$ cat src/rtl/core/psw_pkg.sv
// ----------------------------------------------------------------------------
// psw_pkg
// Shared types and constants of the priority scheduler.
// ----------------------------------------------------------------------------
package psw_pkg;

    localparam int ID_W    = 5;
    localparam int BURST_W = 16;
    localparam int PRIO_W  = 8;
    localparam int TIME_W  = 20;

    localparam logic [TIME_W-1:0] TIME_MAX = {TIME_W{1'b1}};

    typedef struct packed {
        logic [ID_W-1:0]    id;
        logic [BURST_W-1:0] burst;
        logic [PRIO_W-1:0]  prio;
    } t_entry;

    typedef enum logic [3:0] {
        ST_LOAD,
        ST_ROW,
        ST_CUR,
        ST_CMP,
        ST_WBI,
        ST_ERD,
        ST_EDAT,
        ST_DW0,
        ST_DW1,
        ST_DT0,
        ST_DT1,
        ST_LAST
    } t_state;

    // clamp a time value to the 20-bit output range
    function automatic logic [TIME_W-1:0] sat_time(input logic [63:0] v);
        logic [TIME_W-1:0] res;
        if (v > 64'(TIME_MAX)) begin
            res = TIME_MAX;
        end else begin
            res = v[TIME_W-1:0];
        end
        return res;
    endfunction

endpackage

$ cat src/rtl/core/psw_store.sv
// ----------------------------------------------------------------------------
// psw_store
// Job memory: one write port, one read port with registered read data.
// ----------------------------------------------------------------------------
module psw_store #(
    parameter int DEPTH = 16,
    parameter int AW    = 4
) (
    input  logic            i_clk,
    input  logic            i_we,
    input  logic [AW-1:0]   i_waddr,
    input  psw_pkg::t_entry i_wdata,
    input  logic            i_re,
    input  logic [AW-1:0]   i_raddr,
    output psw_pkg::t_entry o_rdata
);

    psw_pkg::t_entry r_mem [DEPTH];
    psw_pkg::t_entry r_rdata;

    always_ff @(posedge i_clk) begin
        if (i_we) begin
            r_mem[i_waddr] <= i_wdata;
        end
    end

    // read data holds until the next read
    always_ff @(posedge i_clk) begin
        if (i_re) begin
            r_rdata <= r_mem[i_raddr];
        end
    end

    assign o_rdata = r_rdata;

endmodule

$ cat src/rtl/core/psw_div.sv
// ----------------------------------------------------------------------------
// psw_div
// Restoring divider, one quotient bit per cycle.
// ----------------------------------------------------------------------------
module psw_div #(
    parameter int DVD_W = 26,
    parameter int DVS_W = 5
) (
    input  logic             i_clk,
    input  logic             i_rst_n,
    input  logic             i_start,
    input  logic [DVD_W-1:0] i_dividend,
    input  logic [DVS_W-1:0] i_divisor,
    output logic             o_done,
    output logic [DVD_W-1:0] o_quotient
);

    localparam int LW = $clog2(DVD_W + 1);

    logic             r_busy;
    logic             r_done;
    logic [LW-1:0]    r_left;
    logic [DVS_W-1:0] r_rem;
    logic [DVS_W-1:0] r_dvs;
    logic [DVD_W-1:0] r_dvd;

    logic [DVS_W:0] rem_sh;
    logic [DVS_W:0] diff;
    logic           ge;

    always_comb begin
        rem_sh = {r_rem, r_dvd[DVD_W-1]};
        diff   = rem_sh - {1'b0, r_dvs};
        ge     = (rem_sh >= {1'b0, r_dvs});
    end

    always_ff @(posedge i_clk) begin
        if (!i_rst_n) begin
            r_busy <= 1'b0;
            r_done <= 1'b0;
            r_left <= '0;
        end else begin
            r_done <= 1'b0;
            if (i_start) begin
                r_busy <= 1'b1;
                r_left <= LW'(DVD_W);
            end else if (r_busy) begin
                r_left <= r_left - 1'b1;
                if (r_left == LW'(1)) begin
                    r_busy <= 1'b0;
                    r_done <= 1'b1;
                end
            end
        end
    end

    // quotient bits shift in where dividend bits shift out
    always_ff @(posedge i_clk) begin
        if (i_start) begin
            r_rem <= '0;
            r_dvs <= i_divisor;
            r_dvd <= i_dividend;
        end else if (r_busy) begin
            r_rem <= ge ? diff[DVS_W-1:0] : rem_sh[DVS_W-1:0];
            r_dvd <= {r_dvd[DVD_W-2:0], ge};
        end
    end

    assign o_done     = r_done;
    assign o_quotient = r_dvd;

endmodule

$ cat src/rtl/core/priority_schedule_wait_times.sv
// ----------------------------------------------------------------------------
// priority_schedule_wait_times
// Non-preemptive priority scheduler: stores a set of jobs, orders them by
// priority and reports wait and turnaround times in run order.
//
// Input channel (i_in_valid / o_in_ready): one job per item, burst time,
// priority and a last-job mark. Jobs are taken one per cycle while loading;
// the item with the last mark starts scheduling. Jobs beyond MAX_JOBS are
// dropped and reported through o_overflowed on the final result.
// Output channel (o_out_valid / i_out_ready): one result per stored job, in
// run order; the final one carries the truncated averages.
// After the last job, for n stored jobs, the exchange sort makes n*(n-1)/2
// compares over one memory read port and one priority comparator. Each
// result then goes through a memory read and then the output register;
// before the final result the shared divider runs twice, once per average.
// The input is not ready from the last job until the final result sits in
// the output register. A stalled receiver holds the output register and
// stops the sequencer. Reset empties the job set and the output register.
// ----------------------------------------------------------------------------
module priority_schedule_wait_times #(
    parameter int MAX_JOBS = 16
) (
    input  logic        i_clk,
    input  logic        i_rst_n,
    input  logic        i_in_valid,
    output logic        o_in_ready,
    input  logic [15:0] i_burst_time,
    input  logic [7:0]  i_job_priority,
    input  logic        i_last_job,
    output logic        o_out_valid,
    input  logic        i_out_ready,
    output logic [4:0]  o_job_id,
    output logic [15:0] o_job_burst,
    output logic [19:0] o_wait_time,
    output logic [19:0] o_turnaround,
    output logic [19:0] o_avg_wait,
    output logic [19:0] o_avg_turnaround,
    output logic        o_overflowed,
    output logic        o_final_result
);

    localparam int CNT_W  = $clog2(MAX_JOBS + 1);
    localparam int IDX_W  = (MAX_JOBS > 1) ? $clog2(MAX_JOBS) : 1;
    localparam int WAIT_W = psw_pkg::BURST_W + CNT_W;
    localparam int SUM_W  = WAIT_W + CNT_W;
    localparam int TW     = psw_pkg::TIME_W;

    psw_pkg::t_state r_state, n_state;
    logic [CNT_W-1:0] r_cnt, n_cnt;
    logic             r_drop, n_drop;
    logic [CNT_W-1:0] r_i, n_i;
    logic [CNT_W-1:0] r_j, n_j;
    logic [CNT_W-1:0] r_k, n_k;
    psw_pkg::t_entry  r_cur, n_cur;
    logic [WAIT_W-1:0] r_wait, n_wait;
    logic [SUM_W-1:0]  r_sum_w, n_sum_w;
    logic [SUM_W-1:0]  r_sum_t, n_sum_t;
    logic [TW-1:0]     r_avg_w, n_avg_w;
    logic [TW-1:0]     r_avg_t, n_avg_t;

    logic                       r_ov, n_ov;
    logic [psw_pkg::ID_W-1:0]   r_o_id, n_o_id;
    logic [psw_pkg::BURST_W-1:0] r_o_burst, n_o_burst;
    logic [TW-1:0]              r_o_wait, n_o_wait;
    logic [TW-1:0]              r_o_turn, n_o_turn;
    logic [TW-1:0]              r_o_avg_w, n_o_avg_w;
    logic [TW-1:0]              r_o_avg_t, n_o_avg_t;
    logic                       r_o_ovf, n_o_ovf;
    logic                       r_o_fin, n_o_fin;

    logic             mem_we;
    logic [IDX_W-1:0] mem_waddr;
    psw_pkg::t_entry  mem_wdata;
    logic             mem_re;
    logic [IDX_W-1:0] mem_raddr;
    psw_pkg::t_entry  mem_rdata;

    logic             div_start;
    logic [SUM_W-1:0] div_dvd;
    logic             div_done;
    logic [SUM_W-1:0] div_quo;

    logic                        accept;
    logic                        slot_free;
    logic [CNT_W+psw_pkg::ID_W-1:0] id_ext;
    logic [WAIT_W-1:0]           turn;
    logic                        i_next_ok;
    logic                        j_next_ok;
    logic                        k_is_last;

    psw_store #(
        .DEPTH (MAX_JOBS),
        .AW    (IDX_W)
    ) u_store (
        .i_clk   (i_clk),
        .i_we    (mem_we),
        .i_waddr (mem_waddr),
        .i_wdata (mem_wdata),
        .i_re    (mem_re),
        .i_raddr (mem_raddr),
        .o_rdata (mem_rdata)
    );

    psw_div #(
        .DVD_W (SUM_W),
        .DVS_W (CNT_W)
    ) u_div (
        .i_clk      (i_clk),
        .i_rst_n    (i_rst_n),
        .i_start    (div_start),
        .i_dividend (div_dvd),
        .i_divisor  (r_cnt),
        .o_done     (div_done),
        .o_quotient (div_quo)
    );

    always_comb begin
        n_state   = r_state;
        n_cnt     = r_cnt;
        n_drop    = r_drop;
        n_i       = r_i;
        n_j       = r_j;
        n_k       = r_k;
        n_cur     = r_cur;
        n_wait    = r_wait;
        n_sum_w   = r_sum_w;
        n_sum_t   = r_sum_t;
        n_avg_w   = r_avg_w;
        n_avg_t   = r_avg_t;
        n_o_id    = r_o_id;
        n_o_burst = r_o_burst;
        n_o_wait  = r_o_wait;
        n_o_turn  = r_o_turn;
        n_o_avg_w = r_o_avg_w;
        n_o_avg_t = r_o_avg_t;
        n_o_ovf   = r_o_ovf;
        n_o_fin   = r_o_fin;

        o_in_ready = (r_state == psw_pkg::ST_LOAD);
        accept     = i_in_valid && o_in_ready;
        slot_free  = !r_ov || i_out_ready;
        n_ov       = r_ov && !i_out_ready;

        mem_we    = 1'b0;
        mem_waddr = r_cnt[IDX_W-1:0];
        mem_wdata = r_cur;
        mem_re    = 1'b0;
        mem_raddr = r_i[IDX_W-1:0];
        div_start = 1'b0;
        div_dvd   = (r_state == psw_pkg::ST_DT0) ? r_sum_t : r_sum_w;

        id_ext    = (CNT_W + psw_pkg::ID_W)'(r_cnt) + 1'b1;
        turn      = r_wait + WAIT_W'(mem_rdata.burst);
        i_next_ok = (({1'b0, r_i} + 1'b1) < {1'b0, r_cnt});
        j_next_ok = (({1'b0, r_j} + 1'b1) < {1'b0, r_cnt});
        k_is_last = (({1'b0, r_k} + 1'b1) == {1'b0, r_cnt});

        case (r_state)
            psw_pkg::ST_LOAD: begin
                if (accept) begin
                    if (r_cnt != CNT_W'(MAX_JOBS)) begin
                        mem_we          = 1'b1;
                        mem_wdata.id    = id_ext[psw_pkg::ID_W-1:0];
                        mem_wdata.burst = i_burst_time;
                        mem_wdata.prio  = i_job_priority;
                        n_cnt           = r_cnt + 1'b1;
                    end else begin
                        n_drop = 1'b1;
                    end
                    if (i_last_job) begin
                        n_i     = '0;
                        n_state = psw_pkg::ST_ROW;
                    end
                end
            end
            psw_pkg::ST_ROW: begin
                if (r_cnt == '0) begin
                    n_drop  = 1'b0;
                    n_state = psw_pkg::ST_LOAD;
                end else if (i_next_ok) begin
                    mem_re  = 1'b1;
                    n_state = psw_pkg::ST_CUR;
                end else begin
                    n_k     = '0;
                    n_wait  = '0;
                    n_sum_w = '0;
                    n_sum_t = '0;
                    n_state = psw_pkg::ST_ERD;
                end
            end
            psw_pkg::ST_CUR: begin
                // entry i becomes the running candidate of this row
                n_cur     = mem_rdata;
                n_j       = r_i + 1'b1;
                mem_re    = 1'b1;
                mem_raddr = n_j[IDX_W-1:0];
                n_state   = psw_pkg::ST_CMP;
            end
            psw_pkg::ST_CMP: begin
                if (r_cur.prio > mem_rdata.prio) begin
                    mem_we    = 1'b1;
                    mem_waddr = r_j[IDX_W-1:0];
                    mem_wdata = r_cur;
                    n_cur     = mem_rdata;
                end
                if (j_next_ok) begin
                    n_j       = r_j + 1'b1;
                    mem_re    = 1'b1;
                    mem_raddr = n_j[IDX_W-1:0];
                end else begin
                    n_state = psw_pkg::ST_WBI;
                end
            end
            psw_pkg::ST_WBI: begin
                mem_we    = 1'b1;
                mem_waddr = r_i[IDX_W-1:0];
                mem_wdata = r_cur;
                n_i       = r_i + 1'b1;
                n_state   = psw_pkg::ST_ROW;
            end
            psw_pkg::ST_ERD: begin
                mem_re    = 1'b1;
                mem_raddr = r_k[IDX_W-1:0];
                n_state   = psw_pkg::ST_EDAT;
            end
            psw_pkg::ST_EDAT: begin
                if (k_is_last) begin
                    // last job waits for the averages
                    n_sum_w = r_sum_w + SUM_W'(r_wait);
                    n_sum_t = r_sum_t + SUM_W'(turn);
                    n_state = psw_pkg::ST_DW0;
                end else if (slot_free) begin
                    n_ov      = 1'b1;
                    n_o_id    = mem_rdata.id;
                    n_o_burst = mem_rdata.burst;
                    n_o_wait  = psw_pkg::sat_time(64'(r_wait));
                    n_o_turn  = psw_pkg::sat_time(64'(turn));
                    n_o_avg_w = '0;
                    n_o_avg_t = '0;
                    n_o_ovf   = 1'b0;
                    n_o_fin   = 1'b0;
                    n_sum_w   = r_sum_w + SUM_W'(r_wait);
                    n_sum_t   = r_sum_t + SUM_W'(turn);
                    n_wait    = turn;
                    n_k       = r_k + 1'b1;
                    n_state   = psw_pkg::ST_ERD;
                end
            end
            psw_pkg::ST_DW0: begin
                div_start = 1'b1;
                n_state   = psw_pkg::ST_DW1;
            end
            psw_pkg::ST_DW1: begin
                if (div_done) begin
                    n_avg_w = psw_pkg::sat_time(64'(div_quo));
                    n_state = psw_pkg::ST_DT0;
                end
            end
            psw_pkg::ST_DT0: begin
                div_start = 1'b1;
                n_state   = psw_pkg::ST_DT1;
            end
            psw_pkg::ST_DT1: begin
                if (div_done) begin
                    n_avg_t = psw_pkg::sat_time(64'(div_quo));
                    n_state = psw_pkg::ST_LAST;
                end
            end
            psw_pkg::ST_LAST: begin
                if (slot_free) begin
                    n_ov      = 1'b1;
                    n_o_id    = mem_rdata.id;
                    n_o_burst = mem_rdata.burst;
                    n_o_wait  = psw_pkg::sat_time(64'(r_wait));
                    n_o_turn  = psw_pkg::sat_time(64'(turn));
                    n_o_avg_w = r_avg_w;
                    n_o_avg_t = r_avg_t;
                    n_o_ovf   = r_drop;
                    n_o_fin   = 1'b1;
                    n_cnt     = '0;
                    n_drop    = 1'b0;
                    n_state   = psw_pkg::ST_LOAD;
                end
            end
            default: begin
                n_state = psw_pkg::ST_LOAD;
            end
        endcase
    end

    always_ff @(posedge i_clk) begin
        if (!i_rst_n) begin
            r_state <= psw_pkg::ST_LOAD;
            r_cnt   <= '0;
            r_drop  <= 1'b0;
            r_ov    <= 1'b0;
        end else begin
            r_state <= n_state;
            r_cnt   <= n_cnt;
            r_drop  <= n_drop;
            r_ov    <= n_ov;
        end
    end

    always_ff @(posedge i_clk) begin
        r_i       <= n_i;
        r_j       <= n_j;
        r_k       <= n_k;
        r_cur     <= n_cur;
        r_wait    <= n_wait;
        r_sum_w   <= n_sum_w;
        r_sum_t   <= n_sum_t;
        r_avg_w   <= n_avg_w;
        r_avg_t   <= n_avg_t;
        r_o_id    <= n_o_id;
        r_o_burst <= n_o_burst;
        r_o_wait  <= n_o_wait;
        r_o_turn  <= n_o_turn;
        r_o_avg_w <= n_o_avg_w;
        r_o_avg_t <= n_o_avg_t;
        r_o_ovf   <= n_o_ovf;
        r_o_fin   <= n_o_fin;
    end

    assign o_out_valid      = r_ov;
    assign o_job_id         = r_o_id;
    assign o_job_burst      = r_o_burst;
    assign o_wait_time      = r_o_wait;
    assign o_turnaround     = r_o_turn;
    assign o_avg_wait       = r_o_avg_w;
    assign o_avg_turnaround = r_o_avg_t;
    assign o_overflowed     = r_o_ovf;
    assign o_final_result   = r_o_fin;

endmodule

$ cat config.mk
export PLATFORM = sky130hd
export DESIGN_NAME = priority_schedule_wait_times
export DESIGN_NICKNAME = d
export VERILOG_FILES = /design/src/rtl/core/psw_pkg.sv /design/src/rtl/core/psw_store.sv /design/src/rtl/core/psw_div.sv /design/src/rtl/core/priority_schedule_wait_times.sv
export SDC_FILE = /design/constraint.sdc
export NUM_CORES = 1
export LEC_CHECK = 0
export BUFFER_PORTS_ARGS = -buffer_cell sky130_fd_sc_hd__buf_4
export CAP_MARGIN = 5
export CELL_PAD_IN_SITES_DETAIL_PLACEMENT = 1
export CELL_PAD_IN_SITES_GLOBAL_PLACEMENT = 1
export CORE_MARGIN = 2
export CORE_UTILIZATION = 55
export CTS_CLUSTER_DIAMETER = 150
export CTS_CLUSTER_SIZE = 12
export DETAILED_ROUTE_END_ITERATION = 10
export GPL_TIMING_DRIVEN = 0
export PLACE_DENSITY = 0.92
export SYNTH_ARGS = -nofsm -noshare
export SYNTH_HDL_FRONTEND = slang
export SYNTH_SLANG_ARGS = --single-unit
$ cat constraint.sdc
create_clock -name i_clk -period 14.2 [get_ports i_clk]
set_input_delay 0.71 -clock i_clk [delete_from_list [all_inputs] [get_ports i_clk]]
set_output_delay 0.71 -clock i_clk [all_outputs]
set_load 0.05 [all_outputs]
Word-level counts from Yosys, hierarchy flattened:

Memories as Yosys holds them, arrays and structs flattened. A register that Yosys moved wholly into a read port is not among the register bits.
Index checks and enable logic that the tools add are counted.

* bits in registers: 314
* bits in writable memories: 464
* output and inout port bits: 105
* word-level logic and storage cells: 215
* memories kept: 1

Memories
* u_store.r_mem: words 16, bits a word 29, read ports 1, clocked after memory_dff 1, write ports 1, line psw_store.sv:18 `psw_pkg::t_entry r_mem [DEPTH];`

* add/sub/neg operators: 13
* magnitude comparators: 7
* eq/ne operators: 30
* mux-type cells: 102
* bitwise gates (word level): 2
* reduce and logical (&&, ||, !) cells: 30

Operators with widths (count)
* 2-to-1 mux 26 bit: 9
* 2-to-1 mux 20 bit: 11
* one-hot mux 20 bit (2 select lines): 4
* 2-to-1 mux 29 bit: 4
* one-hot mux 26 bit (2 select lines): 2
* 2-to-1 mux 21 bit: 4
* 2-to-1 mux 5 bit: 15
* one-hot mux 29 bit (2 select lines): 1
* adder 26 x 21 -> 26 bit: 2
* one-hot mux 5 bit (2 select lines): 5
* one-hot mux 4 bit (12 select lines): 1
* > comparator 21 x 20 -> 1 bit, second input constant: 2
* one-hot mux 21 bit (2 select lines): 1
* 2-to-1 mux 4 bit: 10
* 2-to-1 mux 16 bit: 2
* one-hot mux 16 bit (2 select lines): 1
* > comparator 26 x 20 -> 1 bit, second input constant: 1
* adder 5 x 1 -> 5 bit, second input constant: 5
* 2-to-1 mux 1 bit: 22
* adder 21 x 16 -> 21 bit: 1
* != test 2 bit, second input constant: 10
* adder 5 x 1 -> 6 bit, second input constant: 3
* == test 4 x 3 -> 1 bit, second input constant: 4
* == test 4 bit, second input constant: 4
* 32 further kinds: 60

Depth between registers and ports, before layout:

* word-level depth: 6
* depth in mapped cells: 20
* depth with buffers taken out: 20

Modules after synthesis:

A second synthesis with hierarchy kept.

* cells, all modules: 2133
* area total of the unflattened synthesis: 34604.4 um^2

Modules (own cells, without submodules)
* psw_store: times used 1, cells an instance 761, area each 18322.6 um^2, seq. area each 14804.2 um^2
* priority_schedule_wait_times: times used 1, cells an instance 1223, area each 14286.2 um^2, seq. area each 8027.7 um^2
* psw_div: times used 1, cells an instance 149, area each 1995.7 um^2, seq. area each 1171.1 um^2

Worst setup path before layout:

Ideal clock, no wire load.

* path kind: reg2reg
* start point: register r_k[0]
* end point: register r_o_burst (netlist bit o_job_burst[0]) (enable)
* arrival: 5.899 ns
* required time: 13.629 ns
* path slack: 7.730 ns
* stages on the path, launching flop included: 8
* period minus slack after synthesis: 6.470 ns
* cells stage by stage: edfxtp_1 -> ha_1 -> nand3_1 -> xnor2_1 -> nor3_1 -> and3_1 -> clkbuf_1 -> a211oi_1

* word-level cells in the longest chain between the ends: 4

Ends and longest elaborated chain
* start, declared: line priority_schedule_wait_times.sv:53 `logic [CNT_W-1:0] r_k, n_k;`
* start signal, assigned: line priority_schedule_wait_times.sv:308 `r_k <= n_k;`
* adder 5 x 1 -> 6 bit: line priority_schedule_wait_times.sv:156 `k_is_last = (({1'b0, r_k} + 1'b1) == {1'b0, r_cnt});`
* == test 6 x 5 -> 1 bit: line priority_schedule_wait_times.sv:156
* != test 2 bit (no source line)
* AND reduction 2 bit (no source line)
* end signal, assigned: line priority_schedule_wait_times.sv:316 `r_o_burst <= n_o_burst;`
* end, declared: line priority_schedule_wait_times.sv:63 `logic [psw_pkg::BURST_W-1:0] r_o_burst, n_o_burst;`

No other way between the ends.
A chain may end at the register's enable or synchronous reset.

Worst setup path in the final report:

* start point: register u_store.o_rdata[9] (netlist name)
* end point: register r_sum_t[25] (data pin)

* word-level cells in the longest chain between the ends: 5

Ends and longest elaborated chain
* adder 21 x 16 -> 21 bit (*): line priority_schedule_wait_times.sv:153 `turn = r_wait + WAIT_W'(mem_rdata.burst);`
* via turn[11]: line priority_schedule_wait_times.sv:86 `logic [WAIT_W-1:0] turn;`
* adder 26 x 21 -> 26 bit (*): line priority_schedule_wait_times.sv:230, priority_schedule_wait_times.sv:243
* 2-to-1 mux 26 bit: line priority_schedule_wait_times.sv:232 `end else if (slot_free) begin`
* 2-to-1 mux 26 bit (*): line priority_schedule_wait_times.sv:227 `if (k_is_last) begin`
* one-hot mux 26 bit (2 select lines) (*): line priority_schedule_wait_times.sv:158 `case (r_state)`
* end signal, assigned: line priority_schedule_wait_times.sv:312 `r_sum_t <= n_sum_t;`
* end, declared: line priority_schedule_wait_times.sv:57 `logic [SUM_W-1:0] r_sum_t, n_sum_t;`

Mark *: on every way through the listed nets, which the timed path passes. The rest lies on a longest branch. The select of a mux whose other input is x is not followed.

==> qor_table.md <==
| Result | Value | Unit |
|:---|:---|:---|
| Status | finished, final reports clean | - |
| Final hold viol count | 0 | - |
| Top post-synthesis cells by area | sky130_fd_sc_hd__edfxtp_1, sky130_fd_sc_hd__mux2i_1, sky130_fd_sc_hd__ha_1, sky130_fd_sc_hd__nand2_1, sky130_fd_sc_hd__dfxtp_1 | - |
| Worst relative slew slack | 14.00 | % |
| Number of ports placed on the die boundary | 134 | - |
| Number of buffers between clock root and the deepest sink | 3 | - |
| Number of filler instances in the final layout | 5,940 | - |
| CTS clk-pin slew, worst paths | 0.06 | ns |
| Worst-path maximum fanout | 7 | - |
| HPWL after DPL | 74.83 | mm |
| Antenna violations before repair | 5 | - |
| Leakage Power | 15.02 | nW |
| Die outline area | 0.06745 | mm^2 |
| Average wire per cell in the routed design | 30.16 | um |
| Last weighted congestion value of the routability-driven placer | 0.9082 | - |
| Startpoint of the most critical setup path | u_store.o_rdata[9] | - |
| Clock net sink count | 807 | - |
| Slew Viols, Final | 0 | - |
| Leading register cell type out of synthesis | sky130_fd_sc_hd__edfxtp_1 | - |
| Area fraction of the dominant cell type after synthesis | 65.47 | % |
| Worst-case hold slack | 0.3584 | ns |
| Arrival time of the worst setup path | 6.54 | ns |
| Maximum achievable frequency | 161.2 | MHz |
| Number of buffers added on ports | 133 | - |
| Cell accounting for the most synthesized area | sky130_fd_sc_hd__edfxtp_1 | - |
| Clock tree from TritonCTS | built | - |
| Synth Warn # | 0 | - |
| Insertion delay of the later-clocked pin in the worst-skew pair | 0.64 | ns |
| Post-Synthesis Net Count | 2,574 | - |
| Mapped Cells | 2,454 | - |
| Async set or reset register ratio after synthesis | 0 | % |
| Number of resized instances in the post-cts repair step | 0 | - |
| Post-Syn Area per Cell | 14.65 | um^2 |
| Post-route setup TNS | 0 | ns |
| Worst path setup slack after routing | 7.997 | ns |
| Final Setup Violations | 0 | - |
| Number of max-cap violations | 0 | - |
| Mapped Area | 0.03596 | mm^2 |
| Maximum VDD drop | 122.9 | uV |
| Register-to-Register Setup Slack | 8.00 | ns |
| Final period demand of the worst path | 6.203 | ns |
| Site row count | 93 | - |
| Total clock buffers created by CTS | 77 | - |
| Unrepaired setup endpoints after global routing | no | - |
| Number of synthesized flops with an enable pin | 784 | - |
| CTS root buffer | sky130_fd_sc_hd__clkbuf_16 | - |
| Post-CTS Setup Bufs | 0 | - |
| Width of the die | 259.7 | um |
| Via count of the first global-routing pass | 24,750 | - |
| Die Y | 259.7 | um |
| Hold buffers post-CTS | 0 | - |
| Detailed router's first-iteration violation count | 2,173 | - |
| Setup crit start kind | flip-flop | - |
| DR vias/cell | 6.357 | - |
| Starting density of the core | 55.69 | % |
| Worst setup timing slack at the placement stage | 8.054 | ns |
| Global-route wire length before repair | 159.8 | mm |
| Data required time at the worst endpoint | 14.54 | ns |
| N_diodes | 0 | - |
| Largest net degree at the start of global routing | 30 | - |
| GRT Total Usage | 32.37 | % |
| Critical R2R Capture | r_sum_t[25] | - |
| Post-synthesis sequential area ratio | 66.75 | % |
| Areal power density over the cells | 161.4 | mW/mm^2 |
| DRC violation count after routing | 0 | - |
| Aggregate routed wire length | 108.9 | mm |
| Transition at the pin with the smallest max-transition slack | 1.290 | ns |
| Setup clock skew after layout | 0.03139 | ns |
| Share of post-route cells with drive strength above 1 | 15.28 | % |
| Depth of the worst register-to-register path | 18 | - |
| RR Startpoint | u_store.o_rdata[9] | - |
| Total power after layout | 0.006606 | W |
| Timing endpoint of the critical path | r_sum_t[25] | - |
| Core area | 0.06458 | mm^2 |
| Critical setup path kind | flip-flop to flip-flop | - |
| 1st-pass router iterations | 5 | - |
| Period utilization | 43.68 | % |
| Layout Nets | 2,861 | - |
| Crit. End Element | flip-flop | - |
| Layout Area Growth over Synthesis | 13.83 | % |
| #FFs+latches synth | 807 | - |
| H-tree lvl count | 3 | - |
| ANT nets after route | 0 | - |
| Class of the tightest hold or removal check | input pin to flip-flop | - |
| Yosys cell types | 67 | - |
| Remaining global-route overflow | 0 | - |
| Via count | 22,960 | - |
report_power, final:
group | switching [W] | leakage, nW | internal (W)
combinational | 0.00116 | 6.90 | 0.000618
sequential | 0.0000876 | 7.10 | 0.00287
clock | 0.000888 | 1.01 | 0.000982
cells in the mapped netlist (21+ instances only):
cell and count:
sky130_fd_sc_hd__edfxtp_1 784, sky130_fd_sc_hd__mux2i_1 465, sky130_fd_sc_hd__nand2_1 159, sky130_fd_sc_hd__nor2_1 114
sky130_fd_sc_hd__ha_1 87, sky130_fd_sc_hd__a21oi_1 73, sky130_fd_sc_hd__o21ai_0 73, sky130_fd_sc_hd__inv_1 69
sky130_fd_sc_hd__and2_1 57, sky130_fd_sc_hd__or2_2 46, sky130_fd_sc_hd__clkbuf_1 43, sky130_fd_sc_hd__nor3_1 42
sky130_fd_sc_hd__xor2_1 35, sky130_fd_sc_hd__xnor2_1 31, sky130_fd_sc_hd__nand3_1 29, sky130_fd_sc_hd__dfxtp_1 23
sky130_fd_sc_hd__o21a_1 21
cell type report:
| type | instances | area (um^2) | area share (%) |
|---|---|---|---|
| Buffer | 103 | 603.1 | 1.473 |
| Clock buffer | 87 | 1964 | 4.799 |
| Clock inverter | 7 | 115.1 | 0.2812 |
| Inverter | 69 | 259.0 | 0.6327 |
| Multi-Input combinational cell | 1475 | 11220 | 27.41 |
| Sequential cell | 807 | 24000 | 58.63 |
| Tap cell | 855 | 1070 | 2.613 |
| Timing Repair Buffer | 208 | 1700 | 4.154 |
worst min-delay path by stage:
stage	from	end	cells after the start
2_1_floorplan	r_cnt[2]	u_div.r_dvs[2]	0
3_3_place_gp	u_store.o_rdata[4]	r_cur[4]	0
3_5_place_dp	u_store.o_rdata[2]	r_cur[2]	0
4_1_cts	i_rst_n	r_drop	3
5_1_grt	i_rst_n	r_drop	3
6_report	i_rst_n	r_drop	3
per-stage QoR:
stage	cells	utilization (%)	area, um^2
final	3611	63.39	40940
after floorplan	2454	-	35960
after global routing	3611	63.39	40940
after detailed placement	3510	60.08	38800
after CTS	3604	63.30	40880
after global placement	3442	58.89	38030
registers in the layout, indices dropped and copies added, names as in the netlist, 21 cells and up:
signal,flops
r_wait,21
u_store.r_mem,464
r_sum_w,26
u_store.o_rdata,29
r_cur,29
u_div.o_quotient,26
r_sum_t,26
worst max-delay path, stage by stage (launching register included):
cell and delay [ns]:
sky130_fd_sc_hd__edfxtp_1 0.55, sky130_fd_sc_hd__ha_1 0.36, sky130_fd_sc_hd__a21o_1 0.19, sky130_fd_sc_hd__a21oi_1 0.36
sky130_fd_sc_hd__o21ai_0 0.23, sky130_fd_sc_hd__a2111oi_0 0.83, sky130_fd_sc_hd__nor3_1 0.15, sky130_fd_sc_hd__nor2_1 0.16
sky130_fd_sc_hd__xor2_1 0.30, sky130_fd_sc_hd__inv_1 0.13, sky130_fd_sc_hd__ha_1 0.39, sky130_fd_sc_hd__a21oi_1 0.22
sky130_fd_sc_hd__a21oi_1 0.11, sky130_fd_sc_hd__or3_1 0.34, sky130_fd_sc_hd__a311oi_1 0.52, sky130_fd_sc_hd__nor3_1 0.17
sky130_fd_sc_hd__nor3_1 0.63, sky130_fd_sc_hd__or4_1 0.24, sky130_fd_sc_hd__a21oi_1 0.07
cells in the final DEF, fill, tap and decap left out, types with 33 or more instances in the layout:
cell	synthesis	layout
sky130_fd_sc_hd__ha_1	87	87
sky130_fd_sc_hd__or2_2	46	46
sky130_fd_sc_hd__xor2_1	35	35
sky130_fd_sc_hd__nor3_1	42	37
sky130_fd_sc_hd__clkbuf_1	43	53
sky130_fd_sc_hd__mux2i_1	465	465
sky130_fd_sc_hd__inv_1	69	69
sky130_fd_sc_hd__buf_6	20	33
sky130_fd_sc_hd__nand2_1	159	159
sky130_fd_sc_hd__a21oi_1	73	72
sky130_fd_sc_hd__o21ai_0	73	69
sky130_fd_sc_hd__buf_4	9	194
sky130_fd_sc_hd__and2_1	57	57
sky130_fd_sc_hd__nor2_1	114	113
sky130_fd_sc_hd__edfxtp_1	784	784
sky130_fd_sc_hd__clkbuf_16	0	77
routing by layer:
layer	routed length (um)	GRT usage (%)
met2	57080	58.20
met1	40340	38.66
met4	4638	14.50
met3	6791	4.552
met5	53	0
kinds of logic (layout without fill, tap and decap cells):
group	after synthesis	count (layout)	synth area share (%)
DFF	807	807	66.75
and+or+nand+nor	558	558	7.727
muxes	465	465	12.94
AOI/OAI and AO/OA	295	295	5.330
buffers and inverters	172	474	2.397
adders and majority gates	91	91	3.250
xor gates and xnor gates	66	66	1.607
(Power assumes the default switching activity.)
